## config.mk

```make
export PLATFORM = sky130hd
export DESIGN_NAME = integer_literal_checker_top
export DESIGN_NICKNAME = d
export VERILOG_FILES = /design/src/lic_pkg.sv /design/src/lic_cfg.sv /design/src/lic_scan.sv /design/src/integer_literal_checker_top.sv
export SDC_FILE = /design/constraint.sdc
export NUM_CORES = 1
export LEC_CHECK = 0
export ABC_AREA = 1
export BUFFER_PORTS_ARGS = -buffer_cell sky130_fd_sc_hd__buf_4
export CORE_UTILIZATION = 55
export CTS_CLUSTER_DIAMETER = 60
export DETAILED_ROUTE_END_ITERATION = 8
export HOLD_SLACK_MARGIN = 0.02
export PLACE_DENSITY = 0.73
export SLEW_MARGIN = 20
export SYNTH_ARGS = -nofsm -noshare
export SYNTH_HDL_FRONTEND = slang
export SYNTH_SLANG_ARGS = --single-unit
```

## constraint.sdc

```tcl
create_clock -name clk -period 9.4 [get_ports clk]
set_clock_uncertainty 0.05 [all_clocks]
set_input_delay 0.47 -clock clk [delete_from_list [all_inputs] [get_ports clk]]
set_output_delay 0.47 -clock clk [all_outputs]
set_load 0.02 [all_outputs]
```

## src/lic_pkg.sv

```systemverilog
package lic_pkg;

    // One character of a literal as it moves from the input register to the scanner.
    typedef struct packed {
        logic [7:0] text_byte;
        logic       final_char;
    } char_t;

    // Register map (register index, byte address = 4 * index).
    localparam int unsigned REG_WIDE_MODE = 0;
    localparam int unsigned CFG_ADDR_W    = 3;

    // Characters the grammar cares about.
    localparam logic [7:0] CHAR_PLUS       = 8'h2B;
    localparam logic [7:0] CHAR_MINUS      = 8'h2D;
    localparam logic [7:0] CHAR_ZERO       = 8'h30;
    localparam logic [7:0] CHAR_NINE       = 8'h39;
    localparam logic [7:0] CHAR_UPPER_A    = 8'h41;
    localparam logic [7:0] CHAR_UPPER_F    = 8'h46;
    localparam logic [7:0] CHAR_UPPER_X    = 8'h58;
    localparam logic [7:0] CHAR_UNDERSCORE = 8'h5F;
    localparam logic [7:0] CHAR_LOWER_A    = 8'h61;
    localparam logic [7:0] CHAR_LOWER_F    = 8'h66;
    localparam logic [7:0] CHAR_LOWER_X    = 8'h78;

    // Magnitude limits.
    localparam logic [63:0] LIMIT_NEG_32 = 64'h0000_0000_8000_0000;
    localparam logic [63:0] LIMIT_POS_32 = 64'h0000_0000_FFFF_FFFF;
    localparam logic [63:0] LIMIT_NEG_64 = 64'h8000_0000_0000_0000;
    localparam logic [63:0] LIMIT_POS_64 = 64'hFFFF_FFFF_FFFF_FFFF;

    // Digit decode: bit 4 = is a digit of the current base, bits 3:0 = value.
    function automatic logic [4:0] digit_of(input logic [7:0] c, input logic hex);
        logic [7:0] dec_off;
        logic [7:0] low_off;
        logic [7:0] up_off;
        logic [4:0] d;
        dec_off = c - CHAR_ZERO;
        low_off = c - CHAR_LOWER_A + 8'd10;
        up_off  = c - CHAR_UPPER_A + 8'd10;
        d = 5'b0_0000;
        if (c >= CHAR_ZERO && c <= CHAR_NINE)
        begin
            d = {1'b1, dec_off[3:0]};
        end
        else if (hex && c >= CHAR_LOWER_A && c <= CHAR_LOWER_F)
        begin
            d = {1'b1, low_off[3:0]};
        end
        else if (hex && c >= CHAR_UPPER_A && c <= CHAR_UPPER_F)
        begin
            d = {1'b1, up_off[3:0]};
        end
        return d;
    endfunction

endpackage

```

## src/lic_cfg.sv

```systemverilog
module lic_cfg (
    input  logic                              clk,
    input  logic                              rst_n,
    input  logic                              psel,
    input  logic                              penable,
    input  logic                              pwrite,
    input  logic [lic_pkg::CFG_ADDR_W-1:0]    paddr,
    input  logic [31:0]                       pwdata,
    output logic [31:0]                       prdata,
    output logic                              pready,
    output logic                              wide_mode
);

    logic wide_mode_reg;
    logic hit_wide;

    // Register index is paddr[2]; low byte-offset bits are ignored.
    assign hit_wide = (32'(paddr[2]) == lic_pkg::REG_WIDE_MODE);
    assign pready   = 1'b1;

    always_ff @(posedge clk or negedge rst_n)
    begin
        if (!rst_n)
        begin
            wide_mode_reg <= 1'b0;
        end
        else if (psel && penable && pwrite && hit_wide)
        begin
            wide_mode_reg <= pwdata[0];
        end
    end

    assign prdata    = hit_wide ? {31'b0, wide_mode_reg} : 32'b0;
    assign wide_mode = wide_mode_reg;

endmodule

```

## src/lic_scan.sv

```systemverilog
module lic_scan (
    input  logic           clk,
    input  logic           rst_n,
    input  logic           step,
    input  lic_pkg::char_t ch,
    input  logic           wide_mode,
    output logic           literal_ok
);

    typedef enum logic [2:0] {
        PH_START  = 3'd0,
        PH_SIGNED = 3'd1,
        PH_LEAD0  = 3'd2,
        PH_HEX0   = 3'd3,
        PH_DIGIT  = 3'd4,
        PH_UNDER  = 3'd5
    } phase_t;

    phase_t      phase_reg, phase_next, phase_eff;
    logic        neg_reg, neg_next;
    logic        hex_reg, hex_next;
    logic [63:0] value_reg, value_next;
    logic        fail_reg, fail_next;

    logic [4:0]  dig;
    logic [67:0] scaled;
    logic [67:0] sum;
    logic [63:0] limit;
    logic        over;
    logic [7:0]  c;

    assign c   = ch.text_byte;
    assign dig = lic_pkg::digit_of(c, hex_reg);

    // value * base + digit, by shifts; compare against the limit in full width
    always_comb
    begin
        if (hex_reg)
        begin
            scaled = {value_reg, 4'b0};
        end
        else
        begin
            scaled = {1'b0, value_reg, 3'b0} + {3'b0, value_reg, 1'b0};
        end
        sum = scaled + {64'b0, dig[3:0]};
        if (wide_mode)
        begin
            limit = neg_reg ? lic_pkg::LIMIT_NEG_64 : lic_pkg::LIMIT_POS_64;
        end
        else
        begin
            limit = neg_reg ? lic_pkg::LIMIT_NEG_32 : lic_pkg::LIMIT_POS_32;
        end
        over = (sum > {4'b0, limit});
    end

    always_comb
    begin
        phase_next = phase_reg;
        neg_next   = neg_reg;
        hex_next   = hex_reg;
        value_next = value_reg;
        fail_next  = fail_reg;
        phase_eff  = phase_reg;
        literal_ok = 1'b0;

        if (!fail_reg)
        begin
            if (phase_reg == PH_START)
            begin
                phase_eff = PH_SIGNED;
            end
            if (phase_reg == PH_START &&
                (c == lic_pkg::CHAR_PLUS || c == lic_pkg::CHAR_MINUS))
            begin
                neg_next   = (c == lic_pkg::CHAR_MINUS);
                phase_next = PH_SIGNED;
            end
            else
            begin
                case (phase_eff)
                    PH_SIGNED:
                    begin
                        phase_next = (c == lic_pkg::CHAR_ZERO) ? PH_LEAD0 : PH_DIGIT;
                    end
                    PH_LEAD0, PH_DIGIT:
                    begin
                        phase_next = PH_DIGIT;
                    end
                    PH_HEX0, PH_UNDER:
                    begin
                        phase_next = PH_DIGIT;
                    end
                    default:
                    begin
                        phase_next = phase_eff;
                    end
                endcase

                if (phase_eff == PH_LEAD0 &&
                    (c == lic_pkg::CHAR_LOWER_X || c == lic_pkg::CHAR_UPPER_X))
                begin
                    hex_next   = 1'b1;
                    phase_next = PH_HEX0;
                end
                else if ((phase_eff == PH_LEAD0 || phase_eff == PH_DIGIT) &&
                         c == lic_pkg::CHAR_UNDERSCORE)
                begin
                    phase_next = PH_UNDER;
                end
                else if (phase_eff == PH_SIGNED || phase_eff == PH_LEAD0 ||
                         phase_eff == PH_DIGIT || phase_eff == PH_HEX0 ||
                         phase_eff == PH_UNDER)
                begin
                    if (!dig[4])
                    begin
                        fail_next  = 1'b1;
                        phase_next = phase_eff;
                    end
                    else if (over)
                    begin
                        fail_next = 1'b1;
                    end
                    else
                    begin
                        value_next = sum[63:0];
                    end
                end
                else
                begin
                    // unreachable phase codes
                    fail_next = 1'b1;
                end
            end
        end

        literal_ok = !fail_next && (phase_next == PH_LEAD0 || phase_next == PH_DIGIT);

        if (ch.final_char)
        begin
            phase_next = PH_START;
            neg_next   = 1'b0;
            hex_next   = 1'b0;
            value_next = 64'b0;
            fail_next  = 1'b0;
        end
    end

    always_ff @(posedge clk or negedge rst_n)
    begin
        if (!rst_n)
        begin
            phase_reg <= PH_START;
            neg_reg   <= 1'b0;
            hex_reg   <= 1'b0;
            value_reg <= 64'b0;
            fail_reg  <= 1'b0;
        end
        else if (step)
        begin
            phase_reg <= phase_next;
            neg_reg   <= neg_next;
            hex_reg   <= hex_next;
            value_reg <= value_next;
            fail_reg  <= fail_next;
        end
    end

endmodule

```

## src/integer_literal_checker_top.sv

```systemverilog
// Channel | Dir | Handshake            | Payload
// --------+-----+----------------------+------------------------------
// in      | in  | in_valid / in_ready  | text_byte[7:0], final_char
// out     | out | out_valid / out_ready| literal_ok
// cfg     | in  | APB psel/penable     | wide_mode at byte address 0
//
// One character per cycle sustained while no final character waits on a
// pending result; the rate rests on the scan state update (value * base +
// digit and limit compare) being combinational. A result shows on out_valid
// after the final character's transaction: the character sits in the input
// register until the result slot is free, then the result register loads.
// Reset clears the literal state, wide_mode and both valid flags; no sweep.
// A pending result stalls only a final character; non-final characters keep
// flowing while out_ready is low until the next final one reaches the input
// register, which then holds and drops in_ready.
module integer_literal_checker_top (
    input  logic                           clk,
    input  logic                           rst_n,

    input  logic                           in_valid,
    output logic                           in_ready,
    input  logic [7:0]                     text_byte,
    input  logic                           final_char,

    output logic                           out_valid,
    input  logic                           out_ready,
    output logic                           literal_ok,

    input  logic                           psel,
    input  logic                           penable,
    input  logic                           pwrite,
    input  logic [lic_pkg::CFG_ADDR_W-1:0] paddr,
    input  logic [31:0]                    pwdata,
    output logic [31:0]                    prdata,
    output logic                           pready
);

    logic           wide_mode;

    // input register
    logic           s1_valid_reg;
    lic_pkg::char_t s1_char_reg;
    logic           s1_go;

    // result register
    logic           out_valid_reg;
    logic           ok_reg;
    logic           scan_ok;

    lic_cfg u_cfg (
        .clk       (clk),
        .rst_n     (rst_n),
        .psel      (psel),
        .penable   (penable),
        .pwrite    (pwrite),
        .paddr     (paddr),
        .pwdata    (pwdata),
        .prdata    (prdata),
        .pready    (pready),
        .wide_mode (wide_mode)
    );

    // A non-final character never waits; a final one needs a free result slot
    // (or one being emptied this cycle).
    assign s1_go    = s1_valid_reg &&
                      (!s1_char_reg.final_char || !out_valid_reg || out_ready);
    assign in_ready = !s1_valid_reg || s1_go;

    always_ff @(posedge clk or negedge rst_n)
    begin
        if (!rst_n)
        begin
            s1_valid_reg <= 1'b0;
        end
        else if (in_ready)
        begin
            s1_valid_reg <= in_valid;
        end
    end

    always_ff @(posedge clk)
    begin
        if (in_valid && in_ready)
        begin
            s1_char_reg.text_byte  <= text_byte;
            s1_char_reg.final_char <= final_char;
        end
    end

    lic_scan u_scan (
        .clk        (clk),
        .rst_n      (rst_n),
        .step       (s1_go),
        .ch         (s1_char_reg),
        .wide_mode  (wide_mode),
        .literal_ok (scan_ok)
    );

    always_ff @(posedge clk or negedge rst_n)
    begin
        if (!rst_n)
        begin
            out_valid_reg <= 1'b0;
        end
        else if (s1_go && s1_char_reg.final_char)
        begin
            out_valid_reg <= 1'b1;
        end
        else if (out_ready)
        begin
            out_valid_reg <= 1'b0;
        end
    end

    always_ff @(posedge clk)
    begin
        if (s1_go && s1_char_reg.final_char)
        begin
            ok_reg <= scan_ok;
        end
    end

    assign out_valid  = out_valid_reg;
    assign literal_ok = ok_reg;

endmodule

```

* Yosys cells after proc, flatten, opt, wreduce, memory -nomap -nowiden
Cells that the tools add are included.
Storage, ports and cells: register bits 83, bits of input ports 51, output and inout bits 36
Cells by class: add/sub/neg operators 7, order comparisons 7, equality and inequality tests 18, mux-type cells 44, bitwise operators 1, reductions and logical operators 40
Operator list (count):
- $mux W64 | 9
- $add A67 B65 Y68 | 1
- $add A68 B4 Y68 | 1
- $gt A68 B64 Y1 | 1
- $mux W68 | 1
- $mux W63 | 1
- $mux W31 | 1
- $mux W3 | 10
- $eq A8 B6 Y1 const B | 3
- $eq A8 B7 Y1 const B | 3
- $mux W1 | 18
- $ge A8 B7 Y1 const B | 2
- $le A8 B7 Y1 const B | 2
- $logic_and A1 B1 Y1 | 15
- $mux W5 | 3
- $sub A4 B1 Y4 const B | 3
- $logic_or A1 B1 Y1 | 11
- $ne A2 B2 Y1 const B | 5
- $reduce_bool A2 Y1 | 5
- $eq A3 B2 Y1 const B | 3
- $eq A3 B3 Y1 const B | 3
- $add A4 B4 Y4 const B | 2
- $ge A8 B6 Y1 const B | 1
- $le A8 B6 Y1 const B | 1
- 9 further kinds | 12

* Longest topological paths before layout
word-level depth 17, gate-level depth with buffers 51, gate-level depth less buffers 47

* Modules after synthesis
A second synthesis with hierarchy kept.
Second synthesis, totals: cell total of the unflattened synthesis 2746, area total of the unflattened synthesis 15463.6 um^2
Modules (own cells, without submodules):
- lic_scan | instances 1, cells an instance 2677, area each 14741.6 um^2, sequential area each 1751.7 um^2
- integer_literal_checker_top | instances 1, cells an instance 24, area each 407.9 um^2, sequential area each 350.3 um^2
- lic_cfg | instances 1, cells an instance 45, area each 314.1 um^2, sequential area each 25.0 um^2

* Worst setup path after synthesis
OpenSTA, ideal clock, no wires.
kind reg-to-reg, start point register u_scan.hex_reg, end point register u_scan.value_reg[62], setup time 0.117 ns, arrival time 6.316 ns, path slack 2.917 ns, cell stages (with the launch flop) 51, path buffers 7, cell sequence dfrtp_1 buf_6 inv_4 buf_2 buf_4 buf_2 buf_2 buf_2 nor4_1 nand3_1 nand2_1 inv_1 nor3_1 inv_1 fa_1 nor2_1 o21ai_1 nor2_1 (+15 left out) nor2_1 a211oi_1 nor2_1 nor4_1 nand3_1 nand2_1 nand2_1 nand2_1 nand2_1 o21ai_0 nand3_1 nor2_2 nand2_2 nand2_4 nand2_4 buf_2 nand2_1 nand2_1
On the way: longest elaborated chain between the ends 14, elaborated cells between the ends (all ways) 21, those cells by class 1 x add/sub; 1 x order compare; 1 x eq/ne; 12 x mux; 6 x reduce/logical
Ends and longest elaborated chain:
- start: declaration | line lic_scan.sv:21 | logic hex_reg, hex_next;
- start signal: assignment | line lic_scan.sv:164 | hex_reg <= hex_next;
- branches (longest 14 deep; another with $add A68 B4 Y68)
- end signal: assignment | line lic_scan.sv:165 | value_reg <= value_next;
- end: declaration | line lic_scan.sv:22 | logic [63:0] value_reg, value_next;
Several ways; the timed one is not identified. The select of a mux whose other input is x is not followed. A chain may end at the register's enable or synchronous reset.

* Worst setup path after layout
start point register s1_char_reg[2] (netlist name), end point register u_scan.value_reg[47]
On the way: longest elaborated chain between the ends 15, elaborated cells between the ends (all ways) 45, those cells by class 6 x add/sub; 7 x order compare; 9 x eq/ne; 11 x mux; 12 x reduce/logical
Ends and longest elaborated chain:
- start: declaration | line integer_literal_checker_top.sv:42 | lic_pkg::char_t s1_char_reg;
- branches (longest 15 deep; another with $add A68 B4 Y68)
Several ways; the timed one is not identified. The select of a mux whose other input is x is not followed.

==> parameters.txt <==
Parameter                              Value

Final layout
  Leading cell types in the layout, fill and taps excluded    1039 x sky130_fd_sc_hd__nand2_1, 456 x sky130_fd_sc_hd__inv_1, 243 x sky130_fd_sc_hd__nor2_1
  Share of final-layout standard cells stronger than drive strength 1    7.91%
  # nets final    2926
  Antenna cell count    0
  Leading cell type in the layout, fill and taps excluded    sky130_fd_sc_hd__nand2_1
  Non-filler cells in the finished layout    3116
  Flip-flop count of the largest register after layout    64
  Area delta synth->final    3.83%

Drt
  Number of violations reported at the end of detailed-routing iteration 0    roughly 1500
  Post-route antenna net violation count    0
  Final Routed Wirelength    51900 um
  Drt via density    5.41
  Overall via count from detail_route    16800
  Number of DRC violations after detailed routing    0
  Detailed-router iteration count before antenna repair    7
  Avg WL per Cell    roughly 17 um

Yosys
  Synth cell types    54
  Fraction of registers with async set or reset after synthesis    88.0%
  Largest cells by area after synthesis    sky130_fd_sc_hd__nand2_1 26%, sky130_fd_sc_hd__dfrtp_1 12%, sky130_fd_sc_hd__inv_1 11%
  Synth Area in XOR/XNOR    2.82%
  Synth Area in Compound Gates    approximately 5.1%
  Total of flip-flops plus latches after synthesis    83
  Post-Syn Area    15200 um2
  Mux share of post-synthesis cell area    0%
  Dominant combinational cell family by area after synthesis    simple AND/OR/NAND/NOR gates
  Post-synthesis average cell area    5.55 um2
  Count of warnings emitted by yosys    0
  Count of flip-flops with a built-in enable after synthesis    10
  Yosys top cell by area    sky130_fd_sc_hd__nand2_1
  Adder and majority cell fraction of the synthesized area    between 10% and 20%
  Simple-gate area share of the yosys netlist    about half
  Part of the Yosys area used for sequential elements    14.0%
  Gate count after technology mapping    2746
  Leading register cell type out of synthesis    sky130_fd_sc_hd__dfrtp_1
  Post-synth top area share    25.6%

Global routing
  Overall global routing resource usage    a little under two fifths
  Overflow left after global routing    0
  Global-route wire length before repair    81400 um
  Number of antenna violations at the first check in global routing    0
  Via count of the first global-routing pass    15600
  Maximum number of pins on one net before global-route repair    75

Setup path
  CP Launch Type    flop
  Most common cell type on the critical path    sky130_fd_sc_hd__inv_1
  Worst setup path category    reg -> reg
  Critical path data arrival time    about 8.3 ns
  Slowest Stage Delay on Critical Path    0.62 ns
  Slowest cell on crit path    sky130_fd_sc_hd__buf_4
  Data required, critical path    9.63 ns
  Endpoint class of the critical path    flop
  Crit-path max FO    between 60 and 70

Place
  Half-perimeter wire length after detailed placement    42600 um
  Number of port buffers    21
  Routability congestion estimate from global placement    approximately 1
  Placed instance count    3100

Job
  Number of max-capacitance violations reported    0

Die
  Total Die Area    28400 um2
  Die width    168 um
  Number of core rows    60
  Vert. Die Dim    168 um
  Starting utilization of the core area    between 50% and 60%
  Floorplan Core Area    about 27000 um2
  Count of pins on the block boundary    87

Clock network
  Post-CTS Setup Repair Bufs    0
  Clk_lat worst skew    0.35 ns
  Worst-path clk slew    approximately 0.07 ns
  Number of clock buffers inserted by TritonCTS    9
  TritonCTS clock tree    done
  Post-cts gate resize count    0
  CTS max path bufs    2
  CTS sink count    83
  Root Driver    sky130_fd_sc_hd__clkbuf_16
  Post-cts hold buffer count    0
  Clock H-tree levels    3

Timing
  Post-route worst hold slack    0.213 ns
  Slew margin rel.    30.7%
  Final critical-path required period    8.10 ns
  Worst-margin pin slew    1.04 ns
  Maximum clock frequency    0.123 GHz
  RSZ-0062 raised after global routing    no
  Portion of the clock cycle consumed by the worst path in the final layout    between 80% and 90%
  Setup violations, final    0
  Number of hold violations in the final report    0
  Setup tns final    0 ns
  Total count of max-transition violations in the final report    0

Outcome
  Outcome    finished, final reports clean

Power and ir drop
  Total power consumption of the routed design    0.00339 W
  Peak supply drop    around 0.14 mV
  Cell area power density    214 nW/um2
  P_leak    9.19 nW

Hold path
  Tightest Hold Check Type    in -> async
[stage by stage]
step	area (um2)	setup slack (ns)	util [%]
4_1_cts	15800	1.43	58.4
3_3_place_gp	15500	1.61	57.3
5_1_grt	15800	0.666	58.4
3_5_place_dp	15500	1.42	57.3
2_1_floorplan	15400	2.92	-
6_report	15800	1.30	58.4
[cells in the mapped netlist, types with 5 or more instances]
cell type                     n
sky130_fd_sc_hd__nor2_4       7
sky130_fd_sc_hd__dfrtp_1     73
sky130_fd_sc_hd__xnor2_1      9
sky130_fd_sc_hd__o22ai_1      5
sky130_fd_sc_hd__nand3_1    208
sky130_fd_sc_hd__nor3_1      35
sky130_fd_sc_hd__nand2_2     20
sky130_fd_sc_hd__buf_4       36
sky130_fd_sc_hd__nand2_1   1039
sky130_fd_sc_hd__nor2_1     243
sky130_fd_sc_hd__a21oi_1     86
sky130_fd_sc_hd__edfxtp_1    10
sky130_fd_sc_hd__and2_1       6
sky130_fd_sc_hd__inv_2       32
sky130_fd_sc_hd__nand3b_1    39
sky130_fd_sc_hd__clkbuf_1    12
sky130_fd_sc_hd__buf_2       20
sky130_fd_sc_hd__nor4_1      13
sky130_fd_sc_hd__nand4_1     48
sky130_fd_sc_hd__o21ai_0     26
sky130_fd_sc_hd__xor2_1      40
sky130_fd_sc_hd__inv_1      457
sky130_fd_sc_hd__or2_2       49
sky130_fd_sc_hd__buf_6        6
sky130_fd_sc_hd__nand3_2     21
sky130_fd_sc_hd__ha_1       134
sky130_fd_sc_hd__a211oi_1     5
sky130_fd_sc_hd__nor2_2      25
[power by group]
| part | switching [W] | total [W] | internal (W) | leakage [nW] |
|---|---|---|---|---|
| combinational | 0.00163 | 0.00237 | 0.000736 | 7.96 |
| sequential | 0.000173 | 0.000640 | 0.000467 | 1.09 |
| clock | 0.000162 | 0.000377 | 0.000215 | 0.143 |
| total | 0.00197 | 0.00339 | 0.00142 | 9.19 |
[critical path: cells and delay by family, from the launching register on]
kind	cells	cell delay, ns
buffers and inverters	8	1.49
xor gates and xnor gates	1	0.27
DFF	1	0.45
and+or+nand+nor	24	3.92
AOI/OAI and AO/OA	3	0.81
adders and majority gates	3	1.02
[final timing paths]
| path | startpoint | to | slack [ns] | cells after the start |
|---|---|---|---|---|
| worst min register to register | u_scan.value_reg[1]$_DFFE_PN0P_ | u_scan.value_reg[1]$_DFFE_PN0P_ | 0.49 | 2 |
| max in group asynchronous | rst_n | u_scan.value_reg[49]$_DFFE_PN0P_ | 8.44 | 1 |
| worst max-delay path | s1_char_reg[2]$_DFFE_PP_ | u_scan.value_reg[47]$_DFFE_PN0P_ | 1.30 | 39 |
| worst min-delay path | rst_n | u_scan.value_reg[10]$_DFFE_PN0P_ | 0.21 | 1 |
| min in group clk | final_char | s1_char_reg[0]$_DFFE_PP_ | 0.25 | 1 |
| worst max register to register | s1_char_reg[2]$_DFFE_PP_ | u_scan.value_reg[47]$_DFFE_PN0P_ | 1.30 | 39 |
[area by class of cell]
type / count / area, um2
fill: 2863 / 11300
multi-input combinational: 2123 / 10900
sequential: 83 / 2130
inverter: 494 / 1860
tap: 372 / 465
clock buffer: 11 / 243
timing repair buffer: 28 / 210
clock inverter: 5 / 60.1
[kinds of logic after synthesis]
logic type               after synthesis
AND/OR/NAND/NOR                     1768
buffers and inverters                570
other                                  2
adder cells (fa/ha/maj)              136
flip-flops                            83
XOR/XNOR                              49
AO/OA/AOI/OAI                        138
[routing by layer]
metal | GRT usage (%) | wire, um | part of all wire (%)
met1 | 49.9 | 23300 | 45
met2 | 58.8 | 22100 | 43
met3 | 6.29 | 4210 | 8.1
met4 | 16.0 | 2260 | 4.4
met5 | 0 | 0 | 0
Power figures use the tool's default switching activity.
